--- src/hw/rtl/mtlb_pkg.sv ---
`timescale 1ns / 1ps
// types, constants and codes shared by the tlb address translator
package mtlb_pkg;

  localparam int TLB_SLOTS_DEF = 48;
  localparam int VA_W          = 32;
  localparam int IDX_W         = 6;
  localparam int PAGE_OFF_W    = 12;
  localparam int MASK_W        = 12;
  localparam int ASID_W        = 8;
  localparam int PFN_W         = 20;
  localparam int VPN2_W        = 19;
  localparam int FLAGS_W       = 2;
  localparam int KSU_W         = 2;
  localparam int CFG_IDX_W     = 3;
  localparam int CFG_DATA_W    = 32;
  localparam int SPAD_OFF_W    = 14;

  localparam logic [PAGE_OFF_W-1:0] PAGE_OFF_MASK = 12'hFFF;

  localparam logic [KSU_W-1:0] KSU_KERNEL   = 2'd0;
  localparam logic [KSU_W-1:0] KSU_SUPER    = 2'd1;
  localparam logic [KSU_W-1:0] KSU_USER     = 2'd2;
  localparam logic [KSU_W-1:0] KSU_RESERVED = 2'd3;

  localparam logic [2:0] SEG_KSEG0  = 3'b100;
  localparam logic [2:0] SEG_KSEG1  = 3'b101;
  localparam logic [2:0] SEG_KSSEG  = 3'b110;

  localparam int FLAG_VALID = 0;
  localparam int FLAG_DIRTY = 1;

  typedef enum logic [2:0] {
    EXC_NONE          = 3'd0,
    EXC_ADDR_LOAD     = 3'd1,
    EXC_ADDR_STORE    = 3'd2,
    EXC_REFILL_LOAD   = 3'd3,
    EXC_REFILL_STORE  = 3'd4,
    EXC_INVALID_LOAD  = 3'd5,
    EXC_INVALID_STORE = 3'd6,
    EXC_MODIFIED      = 3'd7
  } exc_t;

  typedef enum logic [CFG_IDX_W-1:0] {
    CFG_MODE_KSU        = 3'd0,
    CFG_EXCEPTION_LEVEL = 3'd1,
    CFG_ERROR_LEVEL     = 3'd2,
    CFG_CURRENT_ASID    = 3'd3,
    CFG_SCRATCHPAD_BASE = 3'd4
  } cfg_idx_t;

  typedef enum logic {
    CMD_TRANSLATE = 1'b0,
    CMD_WRITE     = 1'b1
  } cmd_t;

  typedef struct packed {
    logic [KSU_W-1:0]  ksu;
    logic              exl;
    logic              erl;
    logic [ASID_W-1:0] asid;
    logic [VA_W-1:0]   spad_base;
  } cfg_t;

  localparam cfg_t CFG_RESET = '{
    ksu:       KSU_KERNEL,
    exl:       1'b0,
    erl:       1'b1,
    asid:      '0,
    spad_base: 32'h7000_0000
  };

  typedef struct packed {
    logic                cmd;
    logic [VA_W-1:0]     vaddr;
    logic                is_write;
    logic [IDX_W-1:0]    entry_index;
    logic [MASK_W-1:0]   entry_mask;
    logic [ASID_W-1:0]   entry_asid;
    logic                entry_global;
    logic                entry_scratchpad;
    logic [PFN_W-1:0]    entry_pfn_even;
    logic [PFN_W-1:0]    entry_pfn_odd;
    logic [FLAGS_W-1:0]  entry_flags_even;
    logic [FLAGS_W-1:0]  entry_flags_odd;
  } in_item_t;

  typedef struct packed {
    logic [VPN2_W-1:0]  vpn2;
    logic [ASID_W-1:0]  asid;
    logic               glob;
    logic               spad;
    logic [MASK_W-1:0]  mask;
    logic [PFN_W-1:0]   pfn_even;
    logic [FLAGS_W-1:0] flags_even;
    logic [PFN_W-1:0]   pfn_odd;
    logic [FLAGS_W-1:0] flags_odd;
  } slot_t;

  typedef struct packed {
    logic             hit;
    logic [IDX_W-1:0] index;
    slot_t            slot;
  } lookup_t;

  typedef struct packed {
    logic [VA_W-1:0]  paddr;
    exc_t             exc_code;
    logic [IDX_W-1:0] hit_index;
  } result_t;

endpackage

--- src/hw/rtl/mtlb_xlate.sv ---
`timescale 1ns / 1ps
// segment decode, permission checks and physical address forming
module mtlb_xlate
  import mtlb_pkg::*;
(
  input  cfg_t     cfg,
  input  in_item_t item,
  input  lookup_t  lookup,
  output result_t  res
);

  logic             kernel;
  logic [2:0]       seg;
  logic             use_tlb;
  logic [VA_W-1:0]  pmask;
  logic             odd;
  logic [PFN_W-1:0] pfn;
  logic [FLAGS_W-1:0] flags;
  logic             st;
  result_t          tlb_res;

  assign st     = item.is_write;
  assign seg    = item.vaddr[VA_W-1 -: 3];
  assign kernel = (cfg.ksu == KSU_KERNEL) || cfg.exl || cfg.erl;

  assign pmask = {{(VA_W-MASK_W-PAGE_OFF_W){1'b0}}, lookup.slot.mask, PAGE_OFF_MASK};
  assign odd   = |(item.vaddr & (pmask + VA_W'(1)));
  assign pfn   = odd ? lookup.slot.pfn_odd : lookup.slot.pfn_even;
  assign flags = odd ? lookup.slot.flags_odd : lookup.slot.flags_even;

  always_comb begin
    tlb_res = '{paddr: '0, exc_code: EXC_NONE, hit_index: lookup.index};
    if (!lookup.hit) begin
      tlb_res.exc_code  = st ? EXC_REFILL_STORE : EXC_REFILL_LOAD;
      tlb_res.hit_index = '0;
    end else if (!lookup.slot.glob && lookup.slot.asid != cfg.asid) begin
      tlb_res.exc_code = st ? EXC_REFILL_STORE : EXC_REFILL_LOAD;
    end else if (lookup.slot.spad) begin
      tlb_res.paddr = cfg.spad_base +
                      {{(VA_W-SPAD_OFF_W){1'b0}}, item.vaddr[SPAD_OFF_W-1:0]};
    end else if (!flags[FLAG_VALID]) begin
      tlb_res.exc_code = st ? EXC_INVALID_STORE : EXC_INVALID_LOAD;
    end else if (st && !flags[FLAG_DIRTY]) begin
      tlb_res.exc_code = EXC_MODIFIED;
    end else begin
      tlb_res.paddr = {pfn, {PAGE_OFF_W{1'b0}}} | (item.vaddr & pmask);
    end
  end

  always_comb begin
    use_tlb = 1'b0;
    res     = '{paddr: '0, exc_code: EXC_NONE, hit_index: '0};
    if (item.cmd == CMD_WRITE) begin
      res.hit_index = item.entry_index;
    end else if (kernel) begin
      if (seg == SEG_KSEG0 || seg == SEG_KSEG1) begin
        res.paddr = {3'b000, item.vaddr[VA_W-4:0]};
      end else if (cfg.erl && !item.vaddr[VA_W-1]) begin
        res.paddr = item.vaddr;
      end else begin
        use_tlb = 1'b1;
      end
    end else if (cfg.ksu == KSU_SUPER) begin
      use_tlb = !item.vaddr[VA_W-1] || seg == SEG_KSSEG;
    end else begin
      use_tlb = !item.vaddr[VA_W-1];
    end
    if (item.cmd == CMD_TRANSLATE && !kernel && !use_tlb) begin
      res.exc_code = st ? EXC_ADDR_STORE : EXC_ADDR_LOAD;
    end
    if (use_tlb) begin
      res = tlb_res;
    end
  end

endmodule

--- config.mk ---
export PLATFORM = sky130hd
export DESIGN_NAME = mtlb_xlate
export DESIGN_NICKNAME = d
export VERILOG_FILES = /design/src/hw/rtl/mtlb_pkg.sv /design/src/hw/rtl/mtlb_xlate.sv
export SDC_FILE = /design/constraint.sdc
export NUM_CORES = 1
export LEC_CHECK = 0
export BUFFER_PORTS_ARGS = -buffer_cell sky130_fd_sc_hd__buf_2
export CAP_MARGIN = 30
export CORE_AREA = 3 3 108 110
export DETAILED_ROUTE_END_ITERATION = 6
export DIE_AREA = 0 0 111 113
export GPL_ROUTABILITY_DRIVEN = 0
export GPL_TIMING_DRIVEN = 1
export PLACE_DENSITY = 0.61
export SLEW_MARGIN = 25
export SYNTH_ARGS = -nofsm -noshare
export SYNTH_HDL_FRONTEND = slang
export SYNTH_SLANG_ARGS = --single-unit
--- constraint.sdc ---
create_clock -name vclk -period 3.7
set_input_delay 0.37 -clock vclk [all_inputs]
set_output_delay 0.37 -clock vclk [all_outputs]
set_load 0.005 [all_outputs]
======== Yosys cells after proc, flatten, opt, wreduce, memory -nomap -nowiden ========
Cells that the tools add are included.
W data, S select, Z words.
storage, ports and cells
  bits in writable memories ............... 0
  logic and storage cells ................. 55
  latch bits .............................. 0
  output and inout bits ................... 41
  bits of input ports ..................... 242
  memory bits (read-only) ................. 0
  flip-flop bits (word level) ............. 0
  memories ................................ 0
operators by class
  magnitude comparators ................... 0
  shift operators ......................... 0
  reduce and logical (&&, ||, !) cells .... 16
  bitwise logic cells ..................... 4
  eq/ne operators ......................... 5
  mux-type cells .......................... 28
  div/mod/pow operators ................... 0
  multipliers ............................. 0
  add/sub/neg operators ................... 2
operators with widths
  operator                 number
  $mux W32                 9
  $mux W41                 1
  $add A32 B14 Y32         1
  $and A32 B24 Y32         1
  $and A32 B25 Y32         1
  $or A32 B32 Y32          1
  $reduce_or A32 Y1        1
  $add A24 B1 Y25 const B  1
  $mux W20                 1
  $mux W3                  6
  $mux W6                  2
  $eq A3 B3 Y1 const B     3
  $mux W2                  4
  $ne A8 B8 Y1             1
  $logic_and A1 B1 Y1      5
  $logic_not A1 Y1         5
  $mux W1                  5
  $logic_or A1 B1 Y1       4
  $eq A2 B1 Y1 const B     1
  $logic_not A2 Y1         1
  $not A1 Y1               1

======== Logic depth before layout (Yosys ltp) ========
  word-level depth ........................ 12
  gate-level depth with buffers ........... 11
  depth with buffers taken out ............ 11

======== Worst setup path before layout ========
No wires, ideal clock.
  kind .................................... in2out
  start point ............................. in lookup[44] (netlist bit)
  end point ............................... out res[10] (netlist bit)
  slack ................................... 416 ps
  stages on the path ...................... 10
  required time ........................... 3330 ps
  arrival time ............................ 2914 ps
  path buffers ............................ 1
  cell sequence ........................... ha_1 -> xor2_1 -> a222oi_1 -> o221ai_1 -> a2111o_1 -> nor2_2 -> mux2_2 -> o21bai_1 -> clkbuf_1 -> o2bb2ai_1
RTL lines
  element      line             source
  from (decl)  mtlb_xlate.sv:8  input lookup_t lookup,
  to (decl)    mtlb_xlate.sv:9  output result_t res

==> impl_metrics.prom <==
# TYPE chip_impl_metric gauge
chip_impl_metric{name="maximum_number_of_pins_on_one_net_before_global_route_repair",unit=""} 21
chip_impl_info{name="netlist.top_cell.by_area",value="sky130_fd_sc_hd__mux2i_1"} 1
chip_impl_metric{name="global_route.usage.total",unit=""} 0.162
chip_impl_metric{name="vias_after_detailed_routing",unit=""} 3655
chip_impl_metric{name="synthSimpleGateAreaFrac",unit=""} 0.258
chip_impl_metric{name="mappedNetlistArea",unit="sq um"} 2530
chip_impl_metric{name="placeableCoreArea",unit="sq um"} 10800
chip_impl_metric{name="io_buffers",unit=""} 198
chip_impl_metric{name="met1_usage",unit=""} 0.205
chip_impl_metric{name="clockBufferCount",unit=""} 0
chip_impl_info{name="category_of_cells_accounting_for_the_largest_share_of_critical_path_delay",value="compound AO/OA/AOI/OAI gates"} 1
chip_impl_metric{name="max-cap-violations",unit=""} 0
chip_impl_info{name="synth_top_family_by_area",value="compound AO/OA/AOI/OAI gates"} 1
chip_impl_metric{name="max_clock_freq",unit="MHz"} 273
chip_impl_info{name="grt-busiest-layer",value="met2"} 1
chip_impl_metric{name="dpl_worst_slack",unit="ns"} -0.122
chip_impl_metric{name="wl_per_cell",unit="microns"} 16.3
chip_impl_metric{name="worst-endpoint-required",unit="ns"} 3.33
chip_impl_metric{name="p_per_area",unit="nW/um^2"} 115
chip_impl_metric{name="drt-initial-drc-count",unit=""} 194
chip_impl_info{name="timing.critical_path.to",value="res[24]"} 1
chip_impl_metric{name="fraction_of_the_mapped_netlist_area_in_compound_gates",unit=""} 0.372
chip_impl_metric{name="placementRows",unit=""} 38
chip_impl_metric{name="globalRoute.totalOverflow",unit=""} 0
chip_impl_metric{name="drt-pass1-iter-count",unit=""} 4
chip_impl_metric{name="final_layout_size_suffix_gt1_frac",unit=""} 0.437
chip_impl_metric{name="die-height",unit="microns"} 113
chip_impl_metric{name="area_delta_synth_final",unit="%"} 55.7
chip_impl_metric{name="vdd_ir_drop_max",unit="V"} 0.0000812
chip_impl_info{name="critPathKind",value="input pin to primary output"} 1
chip_impl_metric{name="worstPathBufferInverterCount",unit=""} 3
chip_impl_metric{name="worst_path_largest_cell_delay",unit="ns"} 0.47
chip_impl_metric{name="post_synth.cell_area_avg",unit="sq um"} 7.02
chip_impl_metric{name="globalRouteMet3Util",unit=""} 0.0316
chip_impl_metric{name="die_width",unit="microns"} 111
chip_impl_metric{name="post_synth_fa_ha_maj_area_fraction",unit=""} 0.0822
chip_impl_info{name="post_synth_main_area_contributors",value="sky130_fd_sc_hd__mux2i_1 (11%), sky130_fd_sc_hd__ha_1 (7.4%), sky130_fd_sc_hd__xor2_1 (6.6%), sky130_fd_sc_hd__nand2_1 (5.8%), sky130_fd_sc_hd__xnor2_1 (4.9%)"} 1
chip_impl_info{name="cpMaxStageDelayCell",value="sky130_fd_sc_hd__a2111o_1"} 1
chip_impl_metric{name="instances_no_fill",unit=""} 712
chip_impl_metric{name="critPathArrivalTime",unit="ns"} 3.29
chip_impl_metric{name="totalPowerFinal",unit="W"} 0.000452
chip_impl_metric{name="grt_util_met2",unit=""} 0.292
chip_impl_metric{name="ys_types",unit=""} 62
chip_impl_metric{name="tightest_slew",unit="ns"} 0.634
chip_impl_info{name="post_synth_most_frequent_cells",value="sky130_fd_sc_hd__nand2_1 (39), sky130_fd_sc_hd__mux2i_1 (27), sky130_fd_sc_hd__a21oi_1 (23)"} 1
chip_impl_metric{name="drt-vias-per-instance",unit=""} 5.13
chip_impl_metric{name="final_period_minus_worst_setup_slack",unit="ns"} 3.66
chip_impl_metric{name="muxShareOfSynthArea",unit=""} 0.125
chip_impl_info{name="critPathLaunch",value="lookup[44]"} 1
chip_impl_metric{name="seq_cell_count",unit=""} 0
chip_impl_info{name="cp_common_cell",value="sky130_fd_sc_hd__buf_2"} 1
chip_impl_metric{name="yosysWarningCount",unit=""} 0
chip_impl_metric{name="placed_cells",unit=""} 703
chip_impl_metric{name="final_critical_path_setup_slack",unit="ns"} 0.0374
chip_impl_metric{name="synth_top_area_share",unit=""} 0.107
chip_impl_metric{name="ctsHoldBuffers",unit=""} 0
chip_impl_metric{name="layout.nets",unit=""} 832
chip_impl_metric{name="post_synth_xor_area_fraction",unit=""} 0.114
chip_impl_metric{name="stages_on_worst_setup_path",unit=""} 12
chip_impl_info{name="startpoint_type",value="input pin"} 1
chip_impl_metric{name="post-dp-hpwl",unit="microns"} 9670
chip_impl_metric{name="floorplan.die_area",unit="sq um"} 12500
chip_impl_metric{name="report.final.setup_viol",unit=""} 0
chip_impl_metric{name="final.period_utilization",unit=""} 0.990
chip_impl_metric{name="final_core_utilization",unit=""} 0.364
chip_impl_metric{name="synth_instances",unit=""} 360
chip_impl_metric{name="postRouteWirelength",unit="microns"} 11600
chip_impl_info{name="crit_chain",value="buf_2, ha_2, xor2_1, a222oi_1, o221ai_1, a2111o_1, o211a_1, or4_4, buf_8, a311oi_2, a21o_1, buf_2"} 1
chip_impl_metric{name="antenna_cells",unit=""} 0
chip_impl_info{name="run_status",value="completed"} 1
chip_impl_metric{name="grt_antenna_before_repair",unit=""} 0
chip_impl_metric{name="grt_first_pass_wirelength",unit="microns"} 17200
chip_impl_info{name="timing.critical_path.to_type",value="primary output"} 1
chip_impl_info{name="worstHoldPathType",value="input pin to primary output"} 1
chip_impl_metric{name="layout.area.seq",unit="sq um"} 0
chip_impl_metric{name="p_leak",unit="nW"} 1.95
chip_impl_metric{name="hold_violations_final",unit=""} 0
chip_impl_metric{name="finalMaxSlewViolations",unit=""} 0
chip_impl_metric{name="post-route-drc-count",unit=""} 0
chip_impl_metric{name="mappedNetlistNets",unit=""} 618
chip_impl_metric{name="route.antenna.remaining_nets",unit=""} 0
chip_impl_metric{name="floorplan.initialDensity",unit=""} 0.234
chip_impl_metric{name="grt_pass1_vias",unit=""} 3562
chip_impl_metric{name="cp_max_fo",unit=""} 5
chip_impl_info{name="synth_most_common_cell",value="sky130_fd_sc_hd__nand2_1"} 1
chip_impl_metric{name="synth.yosys.seq_area_share",unit=""} 0
chip_impl_metric{name="pin_count",unit=""} 283
chip_impl_metric{name="worst_case_headroom_to_the_max_slew_limit",unit=""} 0.574
[stage by stage]
stage                     hold WS [ns]  area, sq um  TNS, ns
after floorplan                  0.796         2530        0
after global placement            1.02         3800   -0.415
after detailed placement          1.03         3800   -0.511
after CTS                         1.03         3810        0
after global routing              1.05         3930  -0.0287
final                             1.03         3930        0
[cells by family (layout without fill, tap and decap cells)]
kind of cell    count (synthesis)  after routing
simple gates                  124            124
xor+xnor                       33             33
fa+ha+maj                      16             16
compound gates                126            126
mux                            31             31
buf+inv                        30            242
[layer usage]
layer / vias up / routed length (microns)
met5: - / 0
met4: 0 / 150
met3: 11 / 797
met2: 133 / 5680
met1: 1696 / 4970
li1: 1815 / -
[cells in the final DEF (no fill, tap or decap), types with 11 or more instances in the layout]
master / n
sky130_fd_sc_hd__a21oi_1: 23
sky130_fd_sc_hd__buf_2: 199
sky130_fd_sc_hd__buf_4: 24
sky130_fd_sc_hd__ha_1: 14
sky130_fd_sc_hd__inv_1: 14
sky130_fd_sc_hd__mux2i_1: 27
sky130_fd_sc_hd__nand2_1: 39
sky130_fd_sc_hd__nand3_1: 11
sky130_fd_sc_hd__nor2_1: 17
sky130_fd_sc_hd__o21ai_0: 17
sky130_fd_sc_hd__xnor2_1: 14
sky130_fd_sc_hd__xor2_1: 19
[layout make-up]
| cell class | count | area, sq um |
|---|---|---|
| Fill cell | 1169 | 6860 |
| Multi-Input combinational cell | 330 | 2470 |
| Timing Repair Buffer | 227 | 1230 |
| Inverter | 15 | 56.3 |
| Tap cell | 140 | 175 |
[worst min-delay path by stage]
stage | startpoint | to | slack, ns | cells after the start
final | lookup[86] | res[1] | 1.03 | 3
after global routing | lookup[87] | res[2] | 1.05 | 3
after CTS | lookup[85] | res[0] | 1.03 | 3
after detailed placement | lookup[85] | res[0] | 1.03 | 3
after global placement | lookup[87] | res[2] | 1.02 | 3
after floorplan | item[72] | res[6] | 0.80 | 1
[repair_timing]
| item | 4_1_cts | 5_1_grt |
|---|---|---|
| gates resized for setup | 2 | 13 |
| buffers inserted | 0 | 7 |
| setup endpoints to repair | 12 | 17 |
| pin swaps | 2 | 7 |
| gates cloned | 0 | 2 |
[report_power, final]
group	total, W	internal [W]	leakage [nW]	switching [W]
Sequential	0	0	0	0
Clock	0	0	0	0
Combinational	0.000452	0.000219	1.95	0.000233
No activity file was read; power rests on OpenSTA's default activity.
